--- config.mk ---
export PLATFORM = sky130hd
export DESIGN_NAME = cesu8_to_utf8_recombiner_top
export DESIGN_NICKNAME = d
export VERILOG_FILES = /design/src/rtl/cesu_pkg.sv /design/src/rtl/cesu_core.sv /design/src/rtl/cesu_burst.sv /design/src/rtl/cesu8_to_utf8_recombiner_top.sv
export VERILOG_INCLUDE_DIRS = /design/src /design/src/rtl
export SDC_FILE = /design/constraint.sdc
export NUM_CORES = 1
export LEC_CHECK = 0
export BUFFER_PORTS_ARGS = -buffer_cell sky130_fd_sc_hd__buf_2
export CORE_ASPECT_RATIO = 0.8
export CORE_MARGIN = 8
export CORE_UTILIZATION = 45
export DETAILED_ROUTE_END_ITERATION = 8
export GPL_TIMING_DRIVEN = 1
export PLACE_DENSITY_LB_ADDON = 0.1
export SLEW_MARGIN = 20
export SYNTH_ARGS = -nofsm -noshare
export SYNTH_HDL_FRONTEND = slang
export SYNTH_SLANG_ARGS = --single-unit
export TNS_END_PERCENT = 20
--- constraint.sdc ---
create_clock -name aclk -period 3.2 [get_ports aclk]
set_input_delay 0.48 -clock aclk [delete_from_list [all_inputs] [get_ports aclk]]
set_output_delay 0.48 -clock aclk [all_outputs]
set_load 0.03 [all_outputs]
--- src/rtl/assert_macros.svh ---
// ----------------------------------------------------------------------------
// assert_macros.svh
// shared concurrent assertion macros for the rtl
// ----------------------------------------------------------------------------
`ifndef ASSERT_MACROS_SVH
`define ASSERT_MACROS_SVH

// clocked check, masked while reset is asserted
`define ASSERT_CLK(name, clk, rstn, prop, msg) \
    name: assert property (@(posedge clk) disable iff (!rstn) prop) else $error(msg);

// clocked check that also holds through reset
`define ASSERT_CLK_ALWAYS(name, clk, prop, msg) \
    name: assert property (@(posedge clk) prop) else $error(msg);

`endif

--- src/rtl/cesu_pkg.sv ---
// ----------------------------------------------------------------------------
// cesu_pkg
// shared types, constants and byte classifiers for the cesu-8 recombiner
// ----------------------------------------------------------------------------
package cesu_pkg;

    localparam int BURST_MAX = 6;
    localparam int CNT_W     = 3;

    localparam logic [7:0]  BYTE_LEAD    = 8'hED;
    localparam logic [7:0]  UTF8_LEAD4   = 8'hF0;
    localparam logic [7:0]  UTF8_CONT    = 8'h80;
    localparam logic [3:0]  NIB_HIGH_SUR = 4'hA;
    localparam logic [3:0]  NIB_LOW_SUR  = 4'hB;
    localparam logic [1:0]  TOP_CONT     = 2'b10;
    localparam logic [10:0] PLANE_OFFSET = 11'h040;

    typedef enum logic [2:0] {
        HOLD_NONE,
        HOLD_ED,
        HOLD_HI,
        HOLD_HI_C,
        HOLD_HI_C_ED,
        HOLD_LO
    } hold_state_t;

    typedef struct packed {
        logic [BURST_MAX-1:0][7:0] data;
        logic [CNT_W-1:0]          count;
    } burst_t;

    function automatic logic is_high_sur(input logic [7:0] b);
        return b[7:4] == NIB_HIGH_SUR;
    endfunction

    function automatic logic is_low_sur(input logic [7:0] b);
        return b[7:4] == NIB_LOW_SUR;
    endfunction

    function automatic logic is_cont(input logic [7:0] b);
        return b[7:6] == TOP_CONT;
    endfunction

endpackage

--- src/rtl/cesu_core.sv ---
// ----------------------------------------------------------------------------
// cesu_core
// held-prefix state machine; turns one input byte into a burst of output bytes
// ----------------------------------------------------------------------------
`include "assert_macros.svh"

module cesu_core
    import cesu_pkg::*;
(
    input  logic       aclk,
    input  logic       aresetn,
    input  logic       in_fire,
    input  logic [7:0] in_byte,
    output burst_t     burst
);

    hold_state_t state_reg, state_next;
    logic [7:0]  hi_reg, hi_next;
    logic [7:0]  c1_reg, c1_next;
    logic [7:0]  lo_reg, lo_next;

    logic [10:0] cp_upper;
    logic [20:0] cp;

    always_ff @(posedge aclk) begin
        if (!aresetn) begin
            state_reg <= HOLD_NONE;
        end else begin
            state_reg <= state_next;
        end
    end

    always_ff @(posedge aclk) begin
        hi_reg <= hi_next;
        c1_reg <= c1_next;
        lo_reg <= lo_next;
    end

    // next state
    always_comb begin
        state_next = state_reg;
        hi_next    = hi_reg;
        c1_next    = c1_reg;
        lo_next    = lo_reg;
        if (in_fire) begin
            case (state_reg)
                HOLD_NONE: begin
                    state_next = (in_byte == BYTE_LEAD) ? HOLD_ED : HOLD_NONE;
                end
                HOLD_ED: begin
                    if (is_high_sur(in_byte)) begin
                        state_next = HOLD_HI;
                        hi_next    = in_byte;
                    end else begin
                        state_next = (in_byte == BYTE_LEAD) ? HOLD_ED : HOLD_NONE;
                    end
                end
                HOLD_HI: begin
                    if (is_cont(in_byte)) begin
                        state_next = HOLD_HI_C;
                        c1_next    = in_byte;
                    end else begin
                        state_next = (in_byte == BYTE_LEAD) ? HOLD_ED : HOLD_NONE;
                    end
                end
                HOLD_HI_C: begin
                    state_next = (in_byte == BYTE_LEAD) ? HOLD_HI_C_ED : HOLD_NONE;
                end
                HOLD_HI_C_ED: begin
                    if (is_low_sur(in_byte)) begin
                        state_next = HOLD_LO;
                        lo_next    = in_byte;
                    end else if (is_high_sur(in_byte)) begin
                        state_next = HOLD_HI;
                        hi_next    = in_byte;
                    end else begin
                        state_next = (in_byte == BYTE_LEAD) ? HOLD_ED : HOLD_NONE;
                    end
                end
                HOLD_LO: begin
                    state_next = (in_byte == BYTE_LEAD && !is_cont(in_byte)) ?
                                 HOLD_ED : HOLD_NONE;
                end
                default: begin
                    state_next = HOLD_NONE;
                end
            endcase
        end
    end

    // supplementary code point from the held pair
    assign cp_upper = {1'b0, hi_reg[3:0], c1_reg[5:0]} + PLANE_OFFSET;
    assign cp       = {cp_upper, lo_reg[3:0], in_byte[5:0]};

    // outputs
    always_comb begin
        burst = '0;
        case (state_reg)
            HOLD_NONE: begin
                if (in_byte != BYTE_LEAD) begin
                    burst.data[0] = in_byte;
                    burst.count   = CNT_W'(1);
                end
            end
            HOLD_ED: begin
                if (!is_high_sur(in_byte)) begin
                    burst.data[0] = BYTE_LEAD;
                    burst.data[1] = in_byte;
                    burst.count   = (in_byte == BYTE_LEAD) ? CNT_W'(1) : CNT_W'(2);
                end
            end
            HOLD_HI: begin
                if (!is_cont(in_byte)) begin
                    burst.data[0] = BYTE_LEAD;
                    burst.data[1] = hi_reg;
                    burst.data[2] = in_byte;
                    burst.count   = (in_byte == BYTE_LEAD) ? CNT_W'(2) : CNT_W'(3);
                end
            end
            HOLD_HI_C: begin
                if (in_byte != BYTE_LEAD) begin
                    burst.data[0] = BYTE_LEAD;
                    burst.data[1] = hi_reg;
                    burst.data[2] = c1_reg;
                    burst.data[3] = in_byte;
                    burst.count   = CNT_W'(4);
                end
            end
            HOLD_HI_C_ED: begin
                if (!is_low_sur(in_byte)) begin
                    burst.data[0] = BYTE_LEAD;
                    burst.data[1] = hi_reg;
                    burst.data[2] = c1_reg;
                    burst.data[3] = BYTE_LEAD;
                    burst.data[4] = in_byte;
                    if (is_high_sur(in_byte)) begin
                        burst.count = CNT_W'(3);
                    end else if (in_byte == BYTE_LEAD) begin
                        burst.count = CNT_W'(4);
                    end else begin
                        burst.count = CNT_W'(5);
                    end
                end
            end
            HOLD_LO: begin
                if (is_cont(in_byte)) begin
                    burst.data[0] = UTF8_LEAD4 | {5'd0, cp[20:18]};
                    burst.data[1] = UTF8_CONT | {2'd0, cp[17:12]};
                    burst.data[2] = UTF8_CONT | {2'd0, cp[11:6]};
                    burst.data[3] = UTF8_CONT | {2'd0, cp[5:0]};
                    burst.count   = CNT_W'(4);
                end else begin
                    burst.data[0] = BYTE_LEAD;
                    burst.data[1] = hi_reg;
                    burst.data[2] = c1_reg;
                    burst.data[3] = BYTE_LEAD;
                    burst.data[4] = lo_reg;
                    burst.data[5] = in_byte;
                    burst.count   = (in_byte == BYTE_LEAD) ? CNT_W'(5) : CNT_W'(6);
                end
            end
            default: begin
                burst = '0;
            end
        endcase
    end

    `ASSERT_CLK(a_pair_gives_four, aclk, aresetn,
        (in_fire && state_reg == HOLD_LO && is_cont(in_byte)) |-> (burst.count == CNT_W'(4)),
        "complete surrogate pair did not give four bytes")
    `ASSERT_CLK(a_pair_clears_hold, aclk, aresetn,
        (in_fire && state_reg == HOLD_LO && is_cont(in_byte)) |=> (state_reg == HOLD_NONE),
        "hold not cleared after a complete pair")

endmodule

--- src/rtl/cesu_burst.sv ---
// ----------------------------------------------------------------------------
// cesu_burst
// result register; holds a burst, sent while m_tready high, one word per cycle
// ----------------------------------------------------------------------------
`include "assert_macros.svh"

module cesu_burst
    import cesu_pkg::*;
(
    input  logic       aclk,
    input  logic       aresetn,
    input  logic       load,
    input  burst_t     burst,
    output logic       load_ready,
    output logic       m_tvalid,
    input  logic       m_tready,
    output logic [7:0] m_tdata,     // out_byte[7:0]
    output logic       m_tlast      // run_last
);

    logic [BURST_MAX-1:0][7:0] buf_reg, buf_next;
    logic [CNT_W-1:0]          cnt_reg, cnt_next;
    logic                      pop;

    assign pop        = m_tvalid && m_tready;
    assign m_tvalid   = cnt_reg != '0;
    assign m_tlast    = cnt_reg == CNT_W'(1);
    assign m_tdata    = buf_reg[0];
    assign load_ready = (cnt_reg == '0) || (m_tlast && m_tready);

    always_comb begin
        buf_next = buf_reg;
        cnt_next = cnt_reg;
        if (load) begin
            buf_next = burst.data;
            cnt_next = burst.count;
        end else if (pop) begin
            buf_next = buf_reg >> 8;
            cnt_next = cnt_reg - CNT_W'(1);
        end
    end

    always_ff @(posedge aclk) begin
        if (!aresetn) begin
            cnt_reg <= '0;
        end else begin
            cnt_reg <= cnt_next;
        end
    end

    always_ff @(posedge aclk) begin
        buf_reg <= buf_next;
    end

    `ASSERT_CLK(a_cnt_bound, aclk, aresetn,
        cnt_reg <= CNT_W'(BURST_MAX),
        "burst count above six")
    `ASSERT_CLK(a_pop_steps, aclk, aresetn,
        (pop && !load) |=> (cnt_reg == $past(cnt_reg) - CNT_W'(1)),
        "burst count did not step down on a taken word")

endmodule

--- src/rtl/cesu8_to_utf8_recombiner_top.sv ---
// ----------------------------------------------------------------------------
// cesu8_to_utf8_recombiner_top
// byte stream recombiner: cesu-8 surrogate pairs become 4-byte utf-8
// ----------------------------------------------------------------------------
// input channel s_*: one raw byte per word in s_tdata[7:0]
// output channel m_*: one utf-8 byte per word in m_tdata[7:0]; m_tlast marks
// the last byte released by one input byte
// most bytes are registered and reach the output word in the cycle after input
// a byte that extends a partial surrogate pair is held and releases nothing
// a byte that breaks or completes a pair releases a burst of up to six words
// output runs at one word per cycle while m_tready is high; s_tready is
// high while the result register is empty or is giving up its last word
// this cycle, so single-byte traffic flows at one word per cycle
// when m_tready is low the result register holds its words and s_tready
// stays low until the last of them is taken
// reset (aresetn low, synchronous) empties the result register and drops
// any held prefix; held bytes are only released by later input bytes
// ----------------------------------------------------------------------------
module cesu8_to_utf8_recombiner_top
    import cesu_pkg::*;
(
    input  logic       aclk,
    input  logic       aresetn,
    input  logic       s_tvalid,
    output logic       s_tready,
    input  logic [7:0] s_tdata,     // in_byte[7:0]
    output logic       m_tvalid,
    input  logic       m_tready,
    output logic [7:0] m_tdata,     // out_byte[7:0]
    output logic       m_tlast      // run_last
);

    logic   s_fire;
    burst_t burst;

    assign s_fire = s_tvalid && s_tready;

    cesu_core u_core (
        .aclk    (aclk),
        .aresetn (aresetn),
        .in_fire (s_fire),
        .in_byte (s_tdata),
        .burst   (burst)
    );

    cesu_burst u_burst (
        .aclk       (aclk),
        .aresetn    (aresetn),
        .load       (s_fire),
        .burst      (burst),
        .load_ready (s_tready),
        .m_tvalid   (m_tvalid),
        .m_tready   (m_tready),
        .m_tdata    (m_tdata),
        .m_tlast    (m_tlast)
    );

endmodule
==> flow_metrics.py, run 1 <==
metrics = {
    "critical_path": {
        "path_delay_family": "simple AND/OR/NAND/NOR gates",
        "worst_ep_arrival_time_ns": 2.42,
        "crit_required_ns": 3.18,
        "critPathBufInv": 1,
        "reg2reg_depth": 5,
        "crit_cells": 5,
        "cp-start-kind": "flop",
        "startpoint": "u_burst.cnt_reg[0]",
        "endpoint_kind": "flop",
        "path_max_fanout": 16,
        "crit_path_cell_trace": "inv_1, ha_1, a21oi_1, or3b_1, nor2_1",
        "rr_startpoint": "u_burst.cnt_reg[0]",
        "slowest_delay_ns": 0.78,
        "crit_path_top_delay_cell": "nor2_1",
        "path_class": "reg2reg",
    },
    "cells_and_area": {
        "largest_reg_flops": 40,
        "seq_area_um2": 2280,
        "instances_no_fill": 473,
        "fill_cells": 803,
        "layout_common_cells": "edfxtp_1 (72), nand2_1 (52), o21ai_1 (30), buf_2 (22), nor2_1 (17)",
        "drive_above_1_share_pct": 15.8,
        "area_growth_pct": 8.82,
        "multi_input_area_um2": 1460,
        "nets": 372,
        "layout_commonest_cell": "edfxtp_1",
        "antennaDiodeCount": 0,
    },
    "cts": {
        "h-tree-depth": 3,
        "path_clk_slew_ns": 0.08,
        "cts_tree": "done",
        "cts.path.max_buffers": 2,
        "clock-sinks": 78,
        "cts_resized": 0,
        "clk_latency_ns": 0.35,
        "cts-root-buf": "clkbuf_8",
        "cts_hold_buf": 0,
        "post_cts_buffers": 0,
        "cts_buffers": 9,
    },
    "yosys": {
        "ys_seq_area_share_pct": 58.1,
        "ys_top_cells_by_area": "edfxtp_1 (55%), nand2_1 (5.0%), o21ai_1 (3.8%)",
        "synthFlopType": "edfxtp_1",
        "synthCells": 345,
        "avgSynthCellArea_um2": 11.4,
        "yosys_warnings": 0,
        "ys_types": 56,
        "ys_ff_latch": 78,
        "synth_nets": 361,
        "yosysTopAreaCellShare_pct": 55.0,
        "synth_area_um2": 3930,
        "yosysTopAreaCell": "edfxtp_1",
        "async_flop_share_pct": 0,
        "synth_edf_count": 72,
    },
    "pwr": {
        "ir_drop_uv": 537,
        "power.density_nw_per_um2": 861,
        "power_mw": 3.68,
        "leakage_nw": 1.51,
    },
    "run": {
        "max-cap-violations": 0,
    },
    "floorplanning": {
        "die_h_um": 99.6,
        "ios": 23,
        "initial_core_util_pct": 46.3,
        "rows": 30,
        "core_um2": 8480,
        "fp.dieW_um": 120,
        "dieArea_um2": 12000,
    },
    "global_routing": {
        "grt-ovfl-total": 0,
        "grt_max_degree": 42,
        "grt_pass1_vias": 2768,
        "grt_pass1_wl_um": 15600,
        "antenna_found_initial": 0,
        "grt_use_total_pct": 16.9,
    },
    "timing": {
        "clock-skew-final_ns": 0.0120,
        "worst_hold_slack_ns": 0.432,
        "finalSetupViolCount": 0,
        "rsz0062_at_grt": "false",
        "setup_tns_ns": 0,
        "min_period_ns": 2.45,
        "post-route-period-util_pct": 76.4,
        "fmax_ghz": 0.409,
        "hold_viol": 0,
        "max_slew.worst_pin.slew_ns": 0.878,
        "slew-limit-headroom_pct": 40.9,
        "slew_violations": 0,
    },
    "hold_path": {
        "min_path_cells": 3,
        "hp-start": "aresetn",
        "hold_path_class": "in2reg",
    },
    "drt": {
        "vias": 2900,
        "drtIter0Drc": 328,
        "wl_per_cell_um": 20.3,
        "drt_first_pass_iters": 5,
        "wirelength_um": 9620,
        "drtAntennaViolNets": 0,
        "drc": 0,
        "vias_per_cell": 6.13,
    },
    "placed_design": {
        "dp_cells": 457,
        "port_buffers": 22,
        "dp_hpwl_um": 6400,
        "gp_congestion": 0.863,
    },
    "status": {
        "status": "complete, no violations",
    },
}
-- report_power, final --
part           internal, mW  switching, mW
Clock                 0.434          0.360
Combinational         0.367          0.828
Sequential             1.58          0.114
-- stage by stage --
| step | worst slack, ns | utilization [%] | area, um2 |
|---|---|---|---|
| 2_1_floorplan | 0.775 | - | 3930 |
| 3_3_place_gp | 0.712 | 47.9 | 4060 |
| 3_5_place_dp | 0.689 | 47.9 | 4060 |
| 4_1_cts | 0.710 | 50.4 | 4280 |
| 5_1_grt | 0.585 | 50.4 | 4280 |
| 6_report | 0.754 | 50.4 | 4280 |
-- cells in the mapped netlist (2+ instances only) --
| cell | number |
|---|---|
| a211oi_1 | 2 |
| a21boi_1 | 2 |
| a21oi_1 | 10 |
| a221o_1 | 4 |
| a221oi_1 | 2 |
| a222oi_1 | 12 |
| a22oi_1 | 11 |
| a31oi_1 | 2 |
| a32oi_1 | 2 |
| and2b_1 | 2 |
| and3_1 | 9 |
| and4b_1 | 2 |
| buf_2 | 10 |
| buf_4 | 9 |
| buf_6 | 2 |
| clkbuf_1 | 7 |
| dfxtp_1 | 6 |
| edfxtp_1 | 72 |
| ha_1 | 4 |
| inv_1 | 6 |
| mux2i_1 | 2 |
| nand2_1 | 52 |
| nand2b_1 | 3 |
| nand3_1 | 9 |
| nor2_1 | 17 |
| nor2b_1 | 4 |
| nor3_1 | 6 |
| nor3_2 | 2 |
| nor3_4 | 2 |
| nor3b_1 | 2 |
| nor3b_2 | 2 |
| o211ai_1 | 5 |
| o21ai_0 | 9 |
| o21ai_1 | 30 |
| or3_1 | 2 |
| xnor2_1 | 2 |
-- area by class of cell --
class | instances | area share, %
Clock buffer | 9 | 2.90
Timing Repair Buffer | 28 | 3.63
Tap cell | 112 | 3.28
Multi-Input combinational cell | 233 | 34.2
Clock inverter | 7 | 2.08
Sequential cell | 78 | 53.4
Inverter | 6 | 0.527
-- worst paths after layout --
| path | to | slack (ns) |
|---|---|---|
| worst max-delay path | u_core.lo_reg[5] | 0.75 |
| worst min-delay path | u_core.state_reg[1] | 0.43 |
| worst max register to register | u_core.lo_reg[5] | 0.75 |
| worst min register to register | u_burst.buf_reg[25] | 0.52 |
-- kinds of logic after synthesis --
| group | share of synthesized area (%) |
|---|---|
| AO/OA/AOI/OAI | 17.6 |
| XOR/XNOR | 0.669 |
| adder cells (fa/ha/maj) | 1.27 |
| buffers and inverters | 4.81 |
| flip-flops | 58.1 |
| multiplexers | 0.509 |
| AND/OR/NAND/NOR | 17.0 |
-- routing by layer --
| metal | track usage (%) | vias to the layer above | routed length, um |
|---|---|---|---|
| met5 | 0 | - | 0 |
| met4 | 5.08 | 0 | 130 |
| met3 | 3.74 | 11 | 784 |
| met2 | 24.8 | 142 | 4180 |
| met1 | 24.2 | 1401 | 4530 |
| li1 | - | 1346 | - |
-- worst register-to-register path, cell delays in order (launching register included) --
cell     delay, ns
dfxtp_1       0.33
inv_1         0.10
ha_1          0.16
a21oi_1       0.06
or3b_1        0.64
nor2_1        0.79
Note: power is estimated with default switching activity, not from simulation.
==> run 2: changes to the inputs <==
Clock period 3.2 ns to 2.29 ns, I/O delays scaled along.
==> flow_metrics.py, run 2 (synthesized netlist as in run 1, its figures left out) <==
metrics = {
    "status": {
        "status": "complete, no violations",
    },
    "pwr": {
        "leakage_nw": 1.67,
        "seq_power_share_pct": 43.9,
        "switchingPower_mw": 1.89,
        "power.density_nw_per_um2": 1170,
        "ir_drop_uv": 599,
        "switching_share_pct": 35.4,
        "p_comb_share_pct": 35.2,
        "power.share.clock_pct": 20.9,
        "p_int_mw": 3.46,
    },
    "critical_path": {
        "crit_required_ns": 2.38,
        "worst_ep_arrival_time_ns": 2.17,
        "endpoint_kind": "flop",
        "path_max_fanout": 46,
        "path_class": "reg2reg",
        "reg2reg_slack_ns": 0.22,
        "cp-start-kind": "flop",
    },
    "timing": {
        "finalSetupViolCount": 0,
        "fmax_ghz": 0.482,
        "min_period_ns": 2.07,
        "hold_viol": 0,
        "rsz0062_at_grt": "false",
        "post-route-period-util_pct": 90.6,
        "slew-limit-headroom_pct": 54.0,
        "max_slew.worst_pin.slew_ns": 0.686,
        "worst_hold_slack_ns": 0.279,
        "slew_violations": 0,
        "clock-skew-final_ns": 0.0108,
    },
    "cells_and_area": {
        "layout_common_cells": "edfxtp_1 (72), nand2_1 (52), buf_4 (31), o21ai_1 (30), buf_2 (22)",
        "area_growth_pct": 16.0,
        "drive_above_1_share_pct": 22.8,
        "instances_no_fill": 502,
        "layout_commonest_cell": "edfxtp_1",
        "postLayoutCellArea_um2": 4560,
        "antennaDiodeCount": 0,
        "largest_reg_flops": 40,
        "nets": 401,
    },
    "global_routing": {
        "grt_pass1_vias": 2969,
        "grt-ovfl-total": 0,
        "antenna_found_initial": 1,
        "grt_use_total_pct": 18.0,
        "grt_max_degree": 47,
        "grt_pass1_wl_um": 16700,
    },
    "cts": {
        "cts.path.max_buffers": 2,
        "cts_tree": "done",
        "path_clk_slew_ns": 0.09,
        "cts-root-buf": "clkbuf_8",
        "post_cts_buffers": 0,
        "clock-sinks": 78,
        "clk_latency_ns": 0.35,
        "cts_hold_buf": 0,
        "cts_resized": 0,
        "h-tree-depth": 3,
        "cts_buffers": 9,
    },
    "floorplanning": {
        "fp.dieW_um": 120,
        "dieArea_um2": 12000,
        "initial_core_util_pct": 46.3,
        "core_um2": 8480,
        "die_h_um": 99.6,
        "ios": 23,
        "rows": 30,
    },
    "placed_design": {
        "port_buffers": 22,
        "dp_hpwl_um": 7260,
        "gp_congestion": 0.931,
        "dp_cells": 486,
        "place_area_um2": 4350,
    },
    "drt": {
        "wl_per_cell_um": 21.0,
        "vias": 3078,
        "wirelength_um": 10500,
        "drt_first_pass_iters": 6,
        "drc": 0,
        "vias_per_cell": 6.13,
        "drtIter0Drc": 402,
        "drtAntennaViolNets": 0,
    },
    "run": {
        "max-cap-violations": 0,
    },
    "hold_path": {
        "hold_path_class": "in2reg",
    },
}
run 2: changes by cell type in the layout (fill, tap and decap cells not counted):
cell	previous run	this run
buf_12	0	4
buf_4	6	31
clkbuf_1	0	1
clkinv_1	2	1
clkinv_4	1	2
inv_2	1	0
mux2i_1	2	1
mux2i_2	0	1
nor2b_1	4	3
nor2b_2	1	2
nor3_1	6	5
nor3_2	2	3
run 2: per-stage QoR:
step	total power, mW	utilization (%)	TNS [ns]	worst slack [ns]
after floorplan	3.68	-	-0.0849	-0.0798
final	5.35	53.8	0	0.216
after global placement	4.24	51.2	0	0.220
after detailed placement	4.26	51.2	0	0.189
after CTS	5.37	53.8	0	0.251
after global routing	5.65	53.8	0	0.0946
run 2: final timing paths:
path	startpoint	end	depth (start not counted)
min reg2reg	u_burst.buf_reg[38]	u_burst.buf_reg[30]	2
max	u_burst.cnt_reg[0]	u_burst.m_tdata[0]	7
min	s_tdata[4]	u_core.lo_reg[4]	1
max reg2reg	u_burst.cnt_reg[0]	u_burst.m_tdata[0]	7
run 2: power by group through the flow:
stage                     sequential (mW)  combinational [mW]  clock, mW
after floorplan                      2.34                1.34          0
after global placement               2.37                1.87          0
after CTS                            2.35                1.89       1.14
after global routing                 2.40                2.07       1.18
after detailed placement             2.38                1.88          0
final                                2.35                1.88       1.12
run 2: cell type report:
cell class	count	area [um2]
fillers	766	3920
flip-flops and latches	78	2280
multi-input cells	233	1480
repair buffers	57	423
well taps	112	140
clock buffers	10	128
clock inverters	6	86.3
inverters	6	26.3
run 2: metal layers:
| metal | global-route usage, % | part of all wire (%) | vias to the layer above |
|---|---|---|---|
| met4 | 4.02 | 1.5 | 2 |
| met5 | 0 | 0.11 | - |
| li1 | - | - | 1402 |
| met3 | 4.36 | 8.7 | 25 |
| met2 | 26.4 | 42 | 146 |
| met1 | 26.0 | 48 | 1503 |
run 2: worst max-delay path, stage by stage, from the launching register on:
cell and delay, ns:
dfxtp_1 0.33, inv_1 0.10, ha_1 0.19, a21oi_1 0.07, or3b_1 0.43, buf_12 0.21, a221oi_1 0.34, a21oi_1 0.13
==> run 3: changes to the inputs <==
Settings changed: ABC_AREA from default to 1.
==> flow_metrics.py, run 3 <==
metrics = {
    "yosys": {
        "yosys_warnings": 0,
        "ys_seq_area_share_pct": 51.3,
        "avgSynthCellArea_um2": 8.23,
        "synth_nets": 557,
        "ys_top_cells_by_area": "edfxtp_1 (49%), nand2_1 (17%), nand3_1 (6.6%)",
        "synth_area_um2": 4450,
        "yosysTopAreaCell": "edfxtp_1",
        "ys_types": 32,
        "synth_edf_count": 72,
        "yosysTopAreaCellShare_pct": 48.6,
        "yosysMostFrequentCell": "nand2_1",
        "synthFlopType": "edfxtp_1",
        "synthCells": 541,
        "async_flop_share_pct": 0,
        "ys_top_cells_by_count": "nand2_1 (198), edfxtp_1 (72), nand3_1 (59)",
        "ys_ff_latch": 78,
    },
    "critical_path": {
        "crit_top_cell": "nand2_1",
        "worst_ep_arrival_time_ns": 2.27,
        "path_class": "reg2reg",
        "crit_path_cell_trace": "nand2_1, nor2_4, nand2_2, o21ai_0, nand2_1, nand2_1",
        "crit_required_ns": 2.49,
        "critPathBufInv": 0,
        "cp-start-kind": "flop",
        "path_max_fanout": 15,
        "reg2reg_slack_ns": 0.22,
        "path_delay_family": "simple AND/OR/NAND/NOR gates",
        "endpoint_kind": "flop",
        "crit_path_top_delay_cell": "dfxtp_1",
        "slowest_delay_ns": 0.51,
    },
    "floorplanning": {
        "dieArea_um2": 13400,
        "initial_core_util_pct": 46.1,
        "ios": 23,
        "fp.dieW_um": 127,
        "core_um2": 9650,
        "rows": 32,
        "die_h_um": 105,
    },
    "timing": {
        "slew_violations": 0,
        "hold_viol": 0,
        "post-route-period-util_pct": 90.4,
        "min_period_ns": 2.07,
        "slew-limit-headroom_pct": 67.5,
        "rsz0062_at_grt": "false",
        "finalSetupViolCount": 0,
        "max_slew.worst_pin.slew_ns": 0.487,
        "fmax_ghz": 0.483,
        "fin_ws_ns": 0.220,
        "clock-skew-final_ns": 0.00592,
    },
    "hold_path": {
        "hold_path_class": "in2reg",
    },
    "cts": {
        "path_clk_slew_ns": 0.05,
        "post_cts_buffers": 0,
        "cts_buffers": 9,
        "cts_tree": "done",
        "clock-sinks": 78,
        "cts_hold_buf": 0,
        "clk_latency_ns": 0.33,
        "cts-root-buf": "clkbuf_16",
        "h-tree-depth": 3,
        "cts.path.max_buffers": 2,
        "cts_resized": 0,
    },
    "drt": {
        "vias": 3797,
        "drtIter0Drc": 436,
        "vias_per_cell": 5.39,
        "drt_first_pass_iters": 5,
        "wirelength_um": 12400,
        "drtAntennaViolNets": 0,
        "drc": 0,
        "wl_per_cell_um": 17.6,
    },
    "placed_design": {
        "dp_hpwl_um": 8820,
        "gp_congestion": 0.959,
        "place_ws_ns": 0.215,
        "port_buffers": 22,
    },
    "pwr": {
        "leakage_nw": 2.20,
        "power_mw": 5.33,
        "ir_drop_uv": 568,
        "power.density_nw_per_um2": 1060,
    },
    "cells_and_area": {
        "layout_commonest_cell": "nand2_1",
        "drive_above_1_share_pct": 14.3,
        "largest_reg_flops": 40,
        "nets": 579,
        "antennaDiodeCount": 0,
        "area_growth_pct": 12.8,
        "layout_common_cells": "nand2_1 (198), edfxtp_1 (72), nand3_1 (59), inv_1 (43), o21ai_0 (42)",
    },
    "status": {
        "status": "complete, no violations",
    },
    "global_routing": {
        "grt_use_total_pct": 19.1,
        "grt-ovfl-total": 0,
        "grt_max_degree": 53,
        "grt_pass1_vias": 3704,
        "antenna_found_initial": 0,
        "grt_pass1_wl_um": 19800,
    },
    "run": {
        "max-cap-violations": 0,
    },
}
-- run 3: kinds of logic after synthesis --
| family | after synthesis | synth area share [%] |
|---|---|---|
| simple gates | 304 | 29.8 |
| buf+inv | 81 | 8.97 |
| flops | 78 | 51.3 |
| compound gates | 72 | 8.49 |
| fa+ha+maj | 4 | 1.12 |
| xor+xnor | 2 | 0.394 |
-- run 3: routing by layer --
metal	share of wire, %	wire length (um)	up-vias	track usage (%)
met5	0	0	-	0
met4	1.9	234	0	7.29
met3	8.9	1110	27	3.86
met2	44	5420	183	28.2
met1	45	5610	1764	26.9
li1	-	-	1823	-
-- run 3: final cells by class --
type                    instances  area, um2
fillers                       908       4630
flip-flops and latches         78       2280
multi-input cells             382       1790
repair buffers                 45        320
clock buffers                  15        278
inverters                      47        176
well taps                     136        170
clock inverters                 1       5.00
-- run 3: stage by stage --
step                      hold WS [ns]  util [%]  TNS (ns)  area (um2)  instances
after global routing             0.278      52.0         0        5020        704
after floorplan                  0.442         -     -2.38        4460        541
final                            0.283      52.0         0        5020        704
after CTS                        0.274      52.0         0        5020        704
after detailed placement         0.503      49.1         0        4740        688
after global placement           0.500      49.1         0        4740        688
-- run 3: final timing paths --
check	startpoint	endpoint	cells past startpoint
worst max register to register	u_core.state_reg[2]	u_burst.buf_reg[36]	6
worst max-delay path	u_core.state_reg[2]	u_burst.buf_reg[36]	6
worst min-delay path	aresetn	u_burst.cnt_reg[2]	3
worst min register to register	u_burst.buf_reg[43]	u_burst.buf_reg[35]	2
-- run 3: worst min-delay path, delay by kind of cell --
| kind | cells | cell delay, ns |
|---|---|---|
| compound gates | 2 | 0.11 |
| buf+inv | 1 | 0.12 |
-- run 3: power breakdown --
part	switching [mW]	internal, mW
Combinational	1.14	0.469
Clock	0.520	0.822
Sequential	0.125	2.26
